==> config.mk <==
export PLATFORM = sky130hd
export DESIGN_NAME = repeating_decimal_expander
export DESIGN_NICKNAME = d
export VERILOG_FILES = /design/src/sv/rde_pkg.sv /design/src/sv/rde_div.sv /design/src/sv/rde_datapath.sv /design/src/sv/rde_ctrl.sv /design/src/sv/repeating_decimal_expander.sv
export SDC_FILE = /design/constraint.sdc
export NUM_CORES = 1
export LEC_CHECK = 0
export BUFFER_PORTS_ARGS = -buffer_cell sky130_fd_sc_hd__buf_2
export CAP_MARGIN = 20
export CORE_ASPECT_RATIO = 0.7
export CORE_MARGIN = 3
export CORE_UTILIZATION = 55
export CTS_BUF_LIST = sky130_fd_sc_hd__clkbuf_8
export CTS_CLUSTER_DIAMETER = 30
export DETAILED_ROUTE_END_ITERATION = 7
export HOLD_SLACK_MARGIN = 0.1
export PLACE_DENSITY = 0.71
export SETUP_SLACK_MARGIN = 0.05
export SYNTH_ARGS = -nofsm -noshare
export SYNTH_HDL_FRONTEND = slang
export SYNTH_HIERARCHICAL = 1
export SYNTH_SLANG_ARGS = --single-unit
==> constraint.sdc <==
create_clock -name i_clk -period 14.45 [get_ports i_clk]
set_input_delay 0.7225 -clock i_clk [delete_from_list [all_inputs] [get_ports i_clk]]
set_output_delay 0.7225 -clock i_clk [all_outputs]
set_load 0.005 [all_outputs]
==> src/sv/rde_pkg.sv <==
`timescale 1ns / 1ps
// Shared types and constants for the repeating decimal expander.
// No dependencies; every RTL file but rde_checker imports this package.
package rde_pkg;

    // Field widths of the input and result words
    localparam int unsigned DEN_W       = 7;
    localparam int unsigned DIGIT_W     = 4;
    localparam int unsigned POS_W       = 6;
    localparam int unsigned S_TDATA_W   = 8;
    localparam int unsigned M_TDATA_W   = 24;
    // Width of remainder times ten (remainder stays below 2^DEN_W)
    localparam int unsigned PROD_W      = DEN_W + 4;
    // Default largest accepted denominator
    localparam int unsigned MAX_DEN_DEF = 64;

    typedef enum logic [2:0] {
        ST_IDLE,
        ST_DIV1,
        ST_DIV2,
        ST_LOOK,
        ST_REP
    } t_state;

    // Which result word the datapath loads into the output register
    typedef enum logic [2:0] {
        OUT_NONE,
        OUT_ERR,
        OUT_MID,
        OUT_END,
        OUT_REP
    } t_out_kind;

    typedef struct packed {
        logic      start;
        logic      div1;
        logic      keep_rep;
        t_out_kind out_kind;
    } t_cmd;

    typedef struct packed {
        logic bad_den;
        logic rem_zero;
        logic rem_seen;
    } t_sts;

endpackage

==> src/sv/rde_div.sv <==
`timescale 1ns / 1ps
// Two-step radix-4 divider: quotient digit and remainder of t / d, t < 10*d.
// Depends on rde_pkg.
module rde_div (
    input  logic                       i_clk,
    input  logic                       i_load,
    input  logic [rde_pkg::PROD_W-1:0] i_t,
    input  logic [rde_pkg::DEN_W-1:0]  i_d,
    output logic [rde_pkg::DIGIT_W-1:0] o_q,
    output logic [rde_pkg::DEN_W-1:0]  o_rem
);
    import rde_pkg::*;

    localparam int unsigned P_W = DEN_W + 2;

    logic [PROD_W-1:0] d4;
    logic [PROD_W-1:0] d8;
    logic [1:0]        n_qh;
    logic [P_W-1:0]    n_part;
    logic [1:0]        r_qh;
    logic [P_W-1:0]    r_part;
    logic [P_W-1:0]    d1;
    logic [P_W-1:0]    d2;
    logic [P_W-1:0]    d3;
    logic [1:0]        ql;
    logic [P_W-1:0]    rem_w;

    // First step: upper two quotient bits against 8d and 4d
    always_comb begin
        d4 = PROD_W'({i_d, 2'b00});
        d8 = PROD_W'({i_d, 3'b000});
        if (i_t >= d8) begin
            n_qh   = 2'd2;
            n_part = P_W'(i_t - d8);
        end else if (i_t >= d4) begin
            n_qh   = 2'd1;
            n_part = P_W'(i_t - d4);
        end else begin
            n_qh   = 2'd0;
            n_part = P_W'(i_t);
        end
    end

    // Hold the partial remainder between the two steps
    always_ff @(posedge i_clk) begin
        if (i_load) begin
            r_qh   <= n_qh;
            r_part <= n_part;
        end
    end

    // Second step: lower two quotient bits against 3d, 2d and d
    always_comb begin
        d1 = P_W'(i_d);
        d2 = P_W'({i_d, 1'b0});
        d3 = d1 + d2;
        if (r_part >= d3) begin
            ql    = 2'd3;
            rem_w = r_part - d3;
        end else if (r_part >= d2) begin
            ql    = 2'd2;
            rem_w = r_part - d2;
        end else if (r_part >= d1) begin
            ql    = 2'd1;
            rem_w = r_part - d1;
        end else begin
            ql    = 2'd0;
            rem_w = r_part;
        end
        o_q   = {r_qh, ql};
        o_rem = DEN_W'(rem_w);
    end

endmodule

==> src/sv/rde_datapath.sv <==
`timescale 1ns / 1ps
// Datapath: remainder and step registers, seen bits, first-step memory,
// divider and output word register. Depends on rde_pkg and rde_div.
module rde_datapath #(
    parameter int unsigned MAX_DEN = rde_pkg::MAX_DEN_DEF
) (
    input  logic                          i_clk,
    input  logic                          i_rst_n,
    input  logic [rde_pkg::DEN_W-1:0]     i_den,
    input  rde_pkg::t_cmd                 i_cmd,
    output rde_pkg::t_sts                 o_sts,
    output logic [rde_pkg::DIGIT_W-1:0]   o_digit,
    output logic [rde_pkg::POS_W-1:0]     o_position,
    output logic                          o_last,
    output logic                          o_repeating,
    output logic [rde_pkg::POS_W-1:0]     o_repeat_start,
    output logic                          o_bad
);
    import rde_pkg::*;

    localparam int unsigned RW = (MAX_DEN > 1) ? $clog2(MAX_DEN) : 1;
    localparam int unsigned SW = RW;
    localparam int unsigned CW = (DEN_W > RW + 1) ? DEN_W : RW + 1;

    logic [DEN_W-1:0]   r_d;
    logic [RW-1:0]      r_rem;
    logic [SW-1:0]      r_step;
    logic [MAX_DEN-1:0] r_seen;
    logic [DIGIT_W-1:0] r_digit;
    logic [SW-1:0]      r_rd;
    logic [SW-1:0]      mem_step [MAX_DEN];

    logic [PROD_W-1:0]  rem_ext;
    logic [PROD_W-1:0]  prod;
    logic [DIGIT_W-1:0] div_q;
    logic [DEN_W-1:0]   div_rem;
    logic [RW-1:0]      rem_next;
    logic [CW-1:0]      den_ext;

    // Remainder times ten as shift and add
    assign rem_ext = PROD_W'(r_rem);
    assign prod    = (rem_ext << 3) + (rem_ext << 1);

    rde_div u_div (
        .i_clk  (i_clk),
        .i_load (i_cmd.div1),
        .i_t    (prod),
        .i_d    (r_d),
        .o_q    (div_q),
        .o_rem  (div_rem)
    );

    // Status back to the controller
    always_comb begin
        den_ext          = CW'(i_den);
        rem_next         = RW'(div_rem);
        o_sts.bad_den    = (den_ext < CW'(2)) || (den_ext > CW'(MAX_DEN));
        o_sts.rem_zero   = (div_rem == '0);
        o_sts.rem_seen   = r_seen[rem_next];
    end

    // Seen bits: clear for each run, mark on each division start
    always_ff @(posedge i_clk) begin
        if (!i_rst_n) begin
            r_seen <= '0;
        end else if (i_cmd.start) begin
            r_seen <= '0;
        end else if (i_cmd.div1) begin
            r_seen[r_rem] <= 1'b1;
        end
    end

    // First-step memory: write at division start, read at current remainder
    always_ff @(posedge i_clk) begin
        if (i_cmd.div1) begin
            mem_step[r_rem] <= r_step;
        end
        r_rd <= mem_step[r_rem];
    end

    // Run registers
    always_ff @(posedge i_clk) begin
        if (i_cmd.start) begin
            r_d    <= i_den;
            r_rem  <= RW'(1);
            r_step <= '0;
        end else if (i_cmd.out_kind == OUT_MID) begin
            r_rem  <= rem_next;
            r_step <= SW'(r_step + 1'b1);
        end else if (i_cmd.keep_rep) begin
            r_rem   <= rem_next;
            r_digit <= div_q;
        end
    end

    // Output word register
    always_ff @(posedge i_clk) begin
        unique case (i_cmd.out_kind)
            OUT_ERR: begin
                o_digit        <= '0;
                o_position     <= '0;
                o_last         <= 1'b1;
                o_repeating    <= 1'b0;
                o_repeat_start <= '0;
                o_bad          <= 1'b1;
            end
            OUT_MID, OUT_END: begin
                o_digit        <= div_q;
                o_position     <= POS_W'(r_step);
                o_last         <= (i_cmd.out_kind == OUT_END);
                o_repeating    <= 1'b0;
                o_repeat_start <= '0;
                o_bad          <= 1'b0;
            end
            OUT_REP: begin
                o_digit        <= r_digit;
                o_position     <= POS_W'(r_step);
                o_last         <= 1'b1;
                o_repeating    <= 1'b1;
                o_repeat_start <= POS_W'(r_rd);
                o_bad          <= 1'b0;
            end
            default: begin
            end
        endcase
    end

endmodule

==> src/sv/rde_ctrl.sv <==
`timescale 1ns / 1ps
// Controller: sequences the division steps of a run and owns both handshakes.
// Depends on rde_pkg.
module rde_ctrl (
    input  logic          i_clk,
    input  logic          i_rst_n,
    input  logic          i_s_valid,
    output logic          o_s_ready,
    output logic          o_m_valid,
    input  logic          i_m_ready,
    input  rde_pkg::t_sts i_sts,
    output rde_pkg::t_cmd o_cmd
);
    import rde_pkg::*;

    t_state r_state;
    t_state n_state;
    logic   r_out_valid;
    logic   n_out_valid;
    logic   slot_free;

    assign slot_free = !r_out_valid || i_m_ready;
    assign o_m_valid = r_out_valid;

    // State and output-valid registers
    always_ff @(posedge i_clk) begin
        if (!i_rst_n) begin
            r_state     <= ST_IDLE;
            r_out_valid <= 1'b0;
        end else begin
            r_state     <= n_state;
            r_out_valid <= n_out_valid;
        end
    end

    // Next state and commands
    always_comb begin
        n_state        = r_state;
        o_cmd.start    = 1'b0;
        o_cmd.div1     = 1'b0;
        o_cmd.keep_rep = 1'b0;
        o_cmd.out_kind = OUT_NONE;
        o_s_ready      = 1'b0;
        unique case (r_state)
            ST_IDLE: begin
                o_s_ready = slot_free;
                if (i_s_valid && slot_free) begin
                    if (i_sts.bad_den) begin
                        o_cmd.out_kind = OUT_ERR;
                    end else begin
                        o_cmd.start = 1'b1;
                        n_state     = ST_DIV1;
                    end
                end
            end
            ST_DIV1: begin
                o_cmd.div1 = 1'b1;
                n_state    = ST_DIV2;
            end
            ST_DIV2: begin
                if (i_sts.rem_zero) begin
                    if (slot_free) begin
                        o_cmd.out_kind = OUT_END;
                        n_state        = ST_IDLE;
                    end
                end else if (i_sts.rem_seen) begin
                    o_cmd.keep_rep = 1'b1;
                    n_state        = ST_LOOK;
                end else if (slot_free) begin
                    o_cmd.out_kind = OUT_MID;
                    n_state        = ST_DIV1;
                end
            end
            ST_LOOK: begin
                n_state = ST_REP;
            end
            ST_REP: begin
                if (slot_free) begin
                    o_cmd.out_kind = OUT_REP;
                    n_state        = ST_IDLE;
                end
            end
            default: begin
                n_state = ST_IDLE;
            end
        endcase
    end

    // Hold the output word until taken
    always_comb begin
        if (o_cmd.out_kind != OUT_NONE) begin
            n_out_valid = 1'b1;
        end else if (i_m_ready) begin
            n_out_valid = 1'b0;
        end else begin
            n_out_valid = r_out_valid;
        end
    end

endmodule

==> src/sv/repeating_decimal_expander.sv <==
`timescale 1ns / 1ps
// Top level of the repeating decimal expander: digits of 1/d by long division.
// Depends on rde_pkg, rde_ctrl, rde_datapath (and rde_div below it).
//
//  Channel  Dir  Word                          Fields (low bit first)
//  s_axis   in   one denominator               tdata: denominator[6:0]
//  m_axis   out  one digit of 1/d              tdata: digit, position, is_repeating,
//                                              repeat_start; tlast: last_digit;
//                                              tuser: bad_denominator
//
// Each digit passes through ST_DIV1 and ST_DIV2, one per radix-4 step of the divider.
// A repeating run then passes through ST_LOOK and ST_REP to read the first-step memory.
// A bad denominator yields a single error word straight from idle.
// Synchronous active-low reset returns to idle with no word pending.
// A stalled output holds the controller; a new denominator is taken only
// when idle and the output register is free or being emptied.
module repeating_decimal_expander #(
    parameter int unsigned MAX_DEN = rde_pkg::MAX_DEN_DEF
) (
    input  logic                            i_clk,
    input  logic                            i_rst_n,
    input  logic                            s_axis_tvalid,
    output logic                            s_axis_tready,
    // denominator [6:0], zeros [7]
    input  logic [rde_pkg::S_TDATA_W-1:0]   s_axis_tdata,
    output logic                            m_axis_tvalid,
    input  logic                            m_axis_tready,
    // digit [3:0], position [9:4], is_repeating [10], repeat_start [16:11], zeros [23:17]
    output logic [rde_pkg::M_TDATA_W-1:0]   m_axis_tdata,
    output logic                            m_axis_tlast,
    // bad_denominator [0]
    output logic                            m_axis_tuser
);
    import rde_pkg::*;

    t_cmd               cmd;
    t_sts               sts;
    logic [DIGIT_W-1:0] digit;
    logic [POS_W-1:0]   position;
    logic               repeating;
    logic [POS_W-1:0]   repeat_start;

    rde_ctrl u_ctrl (
        .i_clk     (i_clk),
        .i_rst_n   (i_rst_n),
        .i_s_valid (s_axis_tvalid),
        .o_s_ready (s_axis_tready),
        .o_m_valid (m_axis_tvalid),
        .i_m_ready (m_axis_tready),
        .i_sts     (sts),
        .o_cmd     (cmd)
    );

    rde_datapath #(
        .MAX_DEN (MAX_DEN)
    ) u_dp (
        .i_clk          (i_clk),
        .i_rst_n        (i_rst_n),
        .i_den          (s_axis_tdata[DEN_W-1:0]),
        .i_cmd          (cmd),
        .o_sts          (sts),
        .o_digit        (digit),
        .o_position     (position),
        .o_last         (m_axis_tlast),
        .o_repeating    (repeating),
        .o_repeat_start (repeat_start),
        .o_bad          (m_axis_tuser)
    );

    // Pack the result word
    assign m_axis_tdata = M_TDATA_W'({repeat_start, repeating, position, digit});

endmodule

# ---- Word level (Yosys, flattened, before mapping)
# Memory sizes are Yosys's and may differ from the RTL's. A register that Yosys moved wholly into a read port is not among the register bits.
# Index checks and enable logic that the tools add are counted.
dict set report word_totals {
  ramBits 384
  mem_count 1
  wordCells 118
  romBits 0
  ff_bits 121
  in_bits 12
  output_inout_bits 28
  latchBits 0
}
# name depth word_bits rd rd_ports_with_merged_regs write_ports line_no
set memory_table {}
lappend memory_table {u_dp.mem_step 64 6 1 1 1 rde_datapath.sv:31} ;# logic [SW-1:0] mem_step [MAX_DEN];
dict set report op_classes {
  mul 0
  bitwise 4
  eq_ne 11
  reduce_logical 21
  addsub 8
  n_mux 48
  div 0
  shift 0
  n_lt_le_gt_ge 10
}
# op count
set op_table {}
lappend op_table {{64-bit OR} 1}
lappend op_table {{3-bit 2-to-1 mux} 10}
lappend op_table {{6-bit one-hot mux with 2 select lines} 2}
lappend op_table {{7-bit 2-to-1 mux} 3}
lappend op_table {{7-bit subtractor} 3}
lappend op_table {{9-bit 2-to-1 mux} 2}
lappend op_table {{9-bit subtractor} 2}
lappend op_table {{1-bit 2-to-1 mux} 17}
lappend op_table {{3-bit one-hot mux with 5 select lines} 1}
lappend op_table {{6-bit by 7-bit less-than comparator with 1-bit output (second input constant)} 2}
lappend op_table {{3-bit by 2-bit equality test with 1-bit output (second input constant)} 4}
lappend op_table {{6-bit 2-to-1 mux} 2}
lappend op_table {{4-bit one-hot mux with 3 select lines} 1}
lappend op_table {{9-bit by 7-bit adder with 10-bit output} 1}
lappend op_table {{10-bit greater-or-equal comparator} 1}
lappend op_table {{10-bit by 9-bit greater-or-equal comparator with 1-bit output} 1}
lappend op_table {{2-bit nonzero test} 5}
lappend op_table {{7-bit by 8-bit adder with 9-bit output} 1}
lappend op_table {{9-bit by 7-bit greater-or-equal comparator with 1-bit output} 1}
lappend op_table {{9-bit by 8-bit greater-or-equal comparator with 1-bit output} 1}
lappend op_table {{9-bit greater-or-equal comparator} 1}
lappend op_table {{3-bit one-hot mux with 3 select lines} 1}
lappend op_table {{2-bit 2-to-1 mux} 4}
lappend op_table {{7-bit > comparator (second input constant)} 1}
lappend op_table {{other kinds (21)} 34}

# ---- Longest topological paths before layout
# Gate-level depths: netlist of the first run.
dict set report logic_depth {
  depth_word 12
  mapped_depth 31
  mapped_depth_nobuf 29
}

# ---- Modules after synthesis
# Netlist of the first run, hierarchy kept.
# module area_each_um2 instances cells_each seq_area_each_um2
set by_module_without_submodules {}
lappend by_module_without_submodules {rde_datapath 19625.1 1 1172 14073.5}
lappend by_module_without_submodules {rde_div 2379.8 1 275 330.3}
lappend by_module_without_submodules {rde_ctrl 277.8 1 36 80.1}
lappend by_module_without_submodules {repeating_decimal_expander 63.8 1 9 0.0}

# ---- Least setup slack after synthesis of the first run
# OpenSTA, ideal clock, no wires.
dict set report synth_timing {
  path_kind {register -> register}
  start {reg u_dp.r_d[1]}
  end {reg u_dp/o_digit[0] (netlist name) (enable)}
  setup_ps 318
  slack_ps 8083
  t_arrival_ps 6048
  path_buffers 2
  period_less_slack_ps 6367
  path_stages_with_launch 30
  required_time_ps 14132
  path_cell_list {edfxtp_1 > ha_1 > inv_1 > fa_1 > nor2b_1 > o21ai_0 > nand2b_1 > a21oi_1 > o21bai_1 > xnor2_1 > ha_1 > o211a_1 > a211oi_1 > or4_1 > nand2_1 > nor2_1 > a221oi_1 > clkbuf_1 > mux4_2 > nand2_1 > nand2_1 > o211ai_1 > a32oi_1 > nand2b_1 > nand2_1 > nor2_1 > nor2b_1 > and2b_1 > clkbuf_1 > or2_2}
}
# item line_no
set synth_rtl {}
lappend synth_rtl {{from (decl)} rde_datapath.sv:25} ;# logic [DEN_W-1:0] r_d;
lappend synth_rtl {{from (signal assigned)} rde_datapath.sv:84} ;# r_d <= i_den;
lappend synth_rtl {{to (signal assigned)} rde_datapath.sv:108} ;# o_digit <= div_q;
lappend synth_rtl {{to (signal assigned)} rde_datapath.sv:116} ;# o_digit <= r_digit;
lappend synth_rtl {{to (decl)} rde_datapath.sv:12} ;# output logic [rde_pkg::DIGIT_W-1:0] o_digit,

==> results of run 1 <==
report_power, final:
part | internal, W | switching, W | leakage (nW) | total, W
Sequential | 0.00168 | 0.0000639 | 5.08 | 0.00174
Clock | 0.000719 | 0.000592 | 0.960 | 0.00131
Combinational | 0.000477 | 0.000817 | 2.94 | 0.00129
cells in the mapped netlist (all sizes together), types with 8 or more instances:
cell    instances
edfxtp        425
nor2          115
mux2i          90
dfxtp          86
o21a           81
mux4           57
buf            52
a21oi          50
ha             48
nand2          48
o21ai          39
nor2b          33
a22oi          31
clkbuf         27
inv            26
nand3          20
a221oi         19
nand2b         17
mux2           15
xnor2          13
nand3b         12
a211oi         11
a21o            9
a22o            9
and3            9
xor2            9
nor3            8
o22ai           8
worst reg2reg max path, delay by kind of cell (launching register included):
kind	cells	cell delay [ps]
and+or+nand+nor	11	3240
AOI/OAI and AO/OA	11	1750
muxes	2	910
adders and majority gates	2	810
buffers and inverters	2	690
DFF	1	620
xor gates and xnor gates	1	90
worst max path at each step:
| stage | slack, ps | from | to | cells after the start |
|---|---|---|---|---|
| floorplan | 8080 | u_dp/r_d[1] | u_dp/o_digit[0] | 29 |
| global placement | 6560 | u_dp/r_d[1] | u_dp/r_step[5] | 28 |
| detailed placement | 6400 | u_dp/r_d[1] | u_dp/r_step[5] | 29 |
| CTS | 6350 | u_dp/r_d[1] | u_dp/r_step[5] | 29 |
| global route | 5670 | u_dp/r_d[1] | u_dp/r_step[5] | 29 |
| finish | 6280 | u_dp/r_d[1] | u_dp/r_step[5] | 29 |
state kept, by name (all words and copies together) (netlist names), 2 cells and up:
name                 flops
u_dp/o_position          6
u_dp/o_repeat_start      6
u_dp/r_rd                6
u_dp/r_d                 7
u_ctrl/r_state           3
u_dp/r_digit             4
u_dp/u_div/r_part        9
u_dp/o_digit             4
u_dp/mem_step          384
u_dp/r_rem               6
u_dp/r_step              6
u_dp/r_seen             64
u_dp/u_div/r_qh          2
cell type report:
cell class / instances / area, µm²
clock buffers: 88 / 1210
clock inverters: 64 / 531
fillers: 2982 / 15200
inverters: 26 / 103
multi-input cells: 886 / 7320
flip-flops and latches: 511 / 14500
well taps: 535 / 669
repair buffers: 58 / 378
routing by layer:
layer  track usage  wire length [µm]
met5             0                21
met4        0.0848              1560
met3        0.0927              6660
met2         0.357             23800
met1         0.403             24400
metrics by stage:
stage / hold slack, ps / power (W) / utilization / cells / worst slack (ps)
after floorplan: 427 / 0.00264 / - / 1502 / 8080
after global placement: 441 / 0.00300 / 0.575 / 2015 / 6560
after detailed placement: 448 / 0.00302 / 0.575 / 2015 / 6400
after CTS: 226 / 0.00433 / 0.619 / 2167 / 6350
after global routing: 229 / 0.00453 / 0.619 / 2168 / 5670
final: 260 / 0.00434 / 0.619 / 2168 / 6280
kinds of logic after synthesis:
| kind of cell | after synthesis |
|---|---|
| buffers and inverters | 105 |
| adder cells (fa/ha/maj) | 55 |
| flip-flops | 511 |
| other | 2 |
| AND/OR/NAND/NOR | 314 |
| XOR/XNOR | 22 |
| multiplexers | 162 |
| AO/OA/AOI/OAI | 321 |
cell usage in the layout, fill, tap and decap left out, types with 7 or more instances in the layout:
master / netlist / layout
a211oi_1: 11 / 11
a21o_1: 9 / 9
a21oi_1: 48 / 48
a221oi_1: 18 / 17
a22o_1: 9 / 9
a22oi_1: 31 / 31
and3_1: 9 / 9
buf_2: 18 / 31
buf_4: 16 / 26
bufinv_16: 0 / 8
clkbuf_8: 0 / 88
clkinv_1: 0 / 11
clkinv_2: 0 / 10
conb_1: 2 / 12
dfxtp_1: 86 / 77
edfxtp_1: 425 / 425
fa_1: 7 / 7
ha_1: 48 / 48
inv_1: 23 / 44
inv_6: 1 / 7
mux2_2: 14 / 14
mux2i_1: 90 / 89
mux4_2: 52 / 52
nand2_1: 48 / 48
nand2b_1: 17 / 17
nand3_1: 20 / 20
nand3b_1: 10 / 10
nor2_1: 114 / 114
nor2b_1: 32 / 30
nor3_1: 8 / 7
o21a_1: 81 / 81
o21ai_0: 37 / 37
o22ai_1: 8 / 8
o31a_1: 7 / 7
xnor2_1: 13 / 13
xor2_1: 9 / 9
==> flow_summary.toml, run 1 <==
[outcome]
status = "finished clean"

[clocking]
cts.root.buffer_cell = "clkbuf_8"
hold_buffers = 0
cts_buffers = 83
clock_sinks = 511
cts_tree = "built"
clkLatencyLatePin_ps = 660
clk_pin_slew_ps = 70
htreeDepth = 3
cts_resized = 0
clockBufferDepth = 3
postCtsSetupBuffers = 0

[critical_path]
worstSetupPathType = "reg -> reg"
critPathTopFamily = "simple AND/OR/NAND/NOR gates"
reg2reg_from = "u_dp/r_d[1]"
rr_worst_depth = 29
critPathRequiredTime_ps = 15030
critPathBufInv = 2
end_kind = "flip-flop"
rr_endpoint = "u_dp/r_step[5]"
cp.arrival_ps = 8750
r2r_setup_slack_ps = 6280
crit_fanout = 18
cpPeakStageDelay_ps = 640
cp_slowest_cell = "mux4_2"
cp-start-kind = "flip-flop"

[global_routing]
grt_pass1_vias = 13200
grt_pass1_wl_mm = 83.8
antenna_found_initial = 3
grt_max_degree = 69
grt_use_total = 0.265
gr-total-overflow = 0

[sta]
finalCriticalPeriod_ps = 8170
rsz0062_at_grt = "no"
clock.fmax_mhz = 122
setup_viol = 0
tns_ps = 0
hold_viol_final = 0
max_slew_margin = 0.308
timing.final.max_slew_violations = 0
worst_pin_slew_ps = 1030
finClkSkew_ps = 25.9
post-route-period-util = 0.565

[floorplanning]
core_area_mm2 = 0.0399
die_area_mm2 = 0.0431
rows = 61
die_h_um = 175
initial_utilization = 0.560
die_w_um = 247
ios = 40

[route]
drt_iter0_markers = 1637
drc = 0
wl_per_cell_um = 26.0
antenna_left = 0
vias = 13700
viasPerCell = 6.33
wirelength_mm = 56.4
drtPass1Iterations = 5

[yosys]
synth_compound_gate_area_share = 0.104
synth_mux_area_frac = 0.106
ys_warn_count = 6
synth_top_area_cell = "edfxtp_1"
ys_types = 89
synth-adder-area-share = 0.0331
synth_xor_area_frac = 0.00862
ys_ff_latch = 511
synth_area_mm2 = 0.0223
avgSynthCellArea_um2 = 15.0
synth_area_leaders = "edfxtp_1 57%, dfxtp_1 7.7%, mux4_2 5.2%"
synthSimpleGateAreaFrac = 0.0718
synth_seq_area_share = 0.648
netlist_instances = 1492
synth_top_area_frac = 0.571
ys_async_sr_fraction = 0
synth_ff_type = "edfxtp_1"
synth-edff-count = 425
synth_top_family_by_area = "multiplexers"

[finish]
antennaDiodeCount = 0
final_nets = 1633
fin_area_mm2 = 0.0247
syn_to_final_growth_pct = 10.6
layout-drive-gt1-share = 0.171

[hold_path]
min_from = "s_axis_tdata[0]"
min_to = "u_dp/r_d[0]"
min_path_cells = 1
hp-class = "in -> reg"

[run]
drv_cap = 0

[place]
place_area_mm2 = 0.0229
gp_congestion = 0.942
port_buffers = 31
post-dp-hpwl_mm = 35.8

[power]
vdd_drop_max_mv = 0.0993
power_density_mw_per_mm2 = 176
leakagePower_nw = 8.98
Note: power is estimated with default switching activity, not from simulation.
==> inputs of run 2 (changes only) <==
Settings changed: ABC_AREA set to 1, PLACE_DENSITY 0.71 to 0.74.
Clock period 14.45 ns to 6.8 ns, I/O delays scaled along.
==> run 2 against run 1 <==
Worst setup slack got worse by 5600 ps. Cell count up 47%. Maximum frequency up 33%. Power increased to 2.5 times the previous value. Register-to-register slack worse by 5600 ps. Sequential cell count unchanged. Synthesized cell count rose by 69%. Routed wire length rose by 6.4%. Count of clock-buffer cells in the layout fell by 1. Sequential power up 120%. Clock skew grew 11 ps. Clock power increased by 110%. Largest cell class unchanged.
==> flow_summary.toml, run 2 <==
[global_routing]
grt_max_degree = 80
antenna_found_initial = 1
grt_pass1_vias = 16200
grt_use_total = 0.267
gr-total-overflow = 0
grt_pass1_wl_mm = 92.4

[sta]
finClkSkew_ps = 37.2
setup_ws_ps = 649
clock.fmax_mhz = 163
setup_viol = 0
tns_ps = 0
max_slew_margin = 0.317
rsz0062_at_grt = "no"
timing.final.max_slew_violations = 0
post-route-period-util = 0.905
hold_viol_final = 0
finalCriticalPeriod_ps = 6150
worst_pin_slew_ps = 1020
hold_slack_ps = 183

[hold_path]
min_from = "s_axis_tvalid"
hp-class = "in -> reg"
min_path_cells = 5
min_to = "u_ctrl/r_state[0]"

[finish]
largest_reg_flops = 384
final_common_cell = "nand2_1"
layout-drive-gt1-share = 0.0935
multi_input_area_mm2 = 0.00812
largest_register = "u_dp/mem_step"
final_nets = 2651
final_cell_mix = "1,118 x nand2_1, 425 x edfxtp_1, 260 x nor2_1, 123 x inv_1, 111 x nand3_1"
top_regs = "u_dp/mem_step (384), u_dp/r_seen (64), u_dp/u_div/r_part (9)"
regArea_mm2 = 0.0145
stdcell_count = 3196
syn_to_final_growth_pct = 10.7
post-route-util = 0.625
final.fill_count = 3374

[yosys]
ys_async_sr_fraction = 0
synth_commonest_cells = "1,119 x nand2_1, 425 x edfxtp_1, 261 x nor2_1"
ys_warn_count = 6
synth_top_area_cell = "edfxtp_1"
netlist_instances = 2525
synth-edff-count = 425
synth_seq_area_share = 0.617
avgSynthCellArea_um2 = 9.30
ys_types = 42
yosysMostFrequentCell = "nand2_1"
synth_area_leaders = "edfxtp_1 54%, nand2_1 18%, dfxtp_1 7.3%"
synth_area_mm2 = 0.0235
synth_top_area_frac = 0.544
ys_ff_latch = 511
synth_ff_type = "edfxtp_1"

[place]
dp.cells = 3034
gp_congestion = 0.940
dp_worst_setup_slack_ps = 393
post-dp-hpwl_mm = 38.2
port_buffers = 31

[route]
antenna_left = 0
drc = 0
drtPass1Iterations = 6
vias = 17700
viasPerCell = 5.54
drt_iter0_markers = 2254
wirelength_mm = 60.1
wl_per_cell_um = 18.8

[clocking]
clock_sinks = 511
cts_buffers = 83
clockBufferDepth = 3
htreeDepth = 3
clkLatencyLatePin_ps = 650
cts.root.buffer_cell = "clkbuf_8"
clk_pin_slew_ps = 60
postCtsSetupBuffers = 0
cts_tree = "built"

[floorplanning]
die_area_mm2 = 0.0452
rows = 62
die_h_um = 179
die_w_um = 253
ios = 40
core_area_mm2 = 0.0416
initial_utilization = 0.565

[power]
leakagePower_nw = 10.8
power_density_mw_per_mm2 = 424
vdd_drop_max_mv = 0.245

[critical_path]
critPathBufInv = 7
cp_slowest_cell = "edfxtp_1"
critPathTopFamily = "simple AND/OR/NAND/NOR gates"
cp.arrival_ps = 6490
critPathRequiredTime_ps = 7140
r2r_setup_slack_ps = 650
cpPeakStageDelay_ps = 530
crit_path_frequent_cell = "nand2_1"
worstSetupPathType = "reg -> reg"
reg2reg_from = "u_dp/r_d[1]"
crit_fanout = 18
end_kind = "flip-flop"
rr_endpoint = "u_dp/o_position[2]"
rr_worst_depth = 32
cp-start-kind = "flip-flop"

[outcome]
status = "finished clean"

[run]
drv_cap = 0
[run 2: power by group]
part / internal [W] / leakage, nW / switching (W)
clock: 0.00158 / 0.985 / 0.00123
sequential: 0.00363 / 4.58 / 0.000215
combinational: 0.00135 / 5.27 / 0.00302
total: 0.00657 / 10.8 / 0.00446
[run 2: cell families after synthesis]
family	count (synthesis)	share of synthesized area
XOR/XNOR	27	0.0101
other	2	0.000320
buffers and inverters	217	0.0396
adder cells (fa/ha/maj)	55	0.0316
AND/OR/NAND/NOR	1559	0.267
AO/OA/AOI/OAI	154	0.0349
flip-flops	511	0.617
[run 2: layout make-up]
class,instances,area share
Sequential cell,511,0.558
Multi-Input combinational cell,1806,0.313
Clock buffer,87,0.0461
Tap cell,544,0.0262
Clock inverter,65,0.0220
Timing Repair Buffer,68,0.0185
Inverter,114,0.0167
Antenna cell,1,0.0000963
[run 2: worst reg2reg max path, delay by kind of cell (launching register included)]
kind | cells | cell delay, ps
AOI/OAI and AO/OA | 5 | 960
xor gates and xnor gates | 1 | 140
DFF | 1 | 530
and+or+nand+nor | 17 | 2360
buffers and inverters | 7 | 1110
adders and majority gates | 2 | 760
[run 2: what timing repair did]
| action | in CTS | in global routing |
|---|---|---|
| hold buffers | 9 | 0 |
| hold endpoints to repair | 11 | 0 |
| setup endpoints to repair | 0 | 25 |
| resized for setup | 0 | 4 |
[run 2: how the worst max path moves through the flow]
stage / to / depth (start not counted) / start / slack, ps
5_1_grt: u_dp/o_repeat_start[5] / 33 / u_dp/r_d[1] / 90
6_report: u_dp/o_position[2] / 32 / u_dp/r_d[1] / 650
3_3_place_gp: u_dp/o_repeat_start[0] / 32 / u_dp/r_d[1] / 570
3_5_place_dp: u_dp/o_repeat_start[0] / 32 / u_dp/r_d[1] / 390
4_1_cts: u_dp/o_repeat_start[2] / 32 / u_dp/r_d[1] / 370
2_1_floorplan: u_dp/o_digit[0] / 34 / u_dp/r_d[1] / 1300
[run 2: through the flow]
| stage | instance area [µm²] | total power [W] |
|---|---|---|
| floorplan | 23500 | 0.00683 |
| global placement | 24100 | 0.00806 |
| detailed placement | 24100 | 0.00815 |
| CTS | 26000 | 0.0110 |
| global route | 26000 | 0.0117 |
| finish | 26000 | 0.0110 |
[run 2: metal layers]
layer  track usage  vias to the layer above  part of all wire
met5             0                        -                 0
met4        0.0807                        0             0.023
met3        0.0574                      108              0.11
met2         0.379                      922              0.42
met1         0.412                     8269              0.45
li1              -                     8392                 -
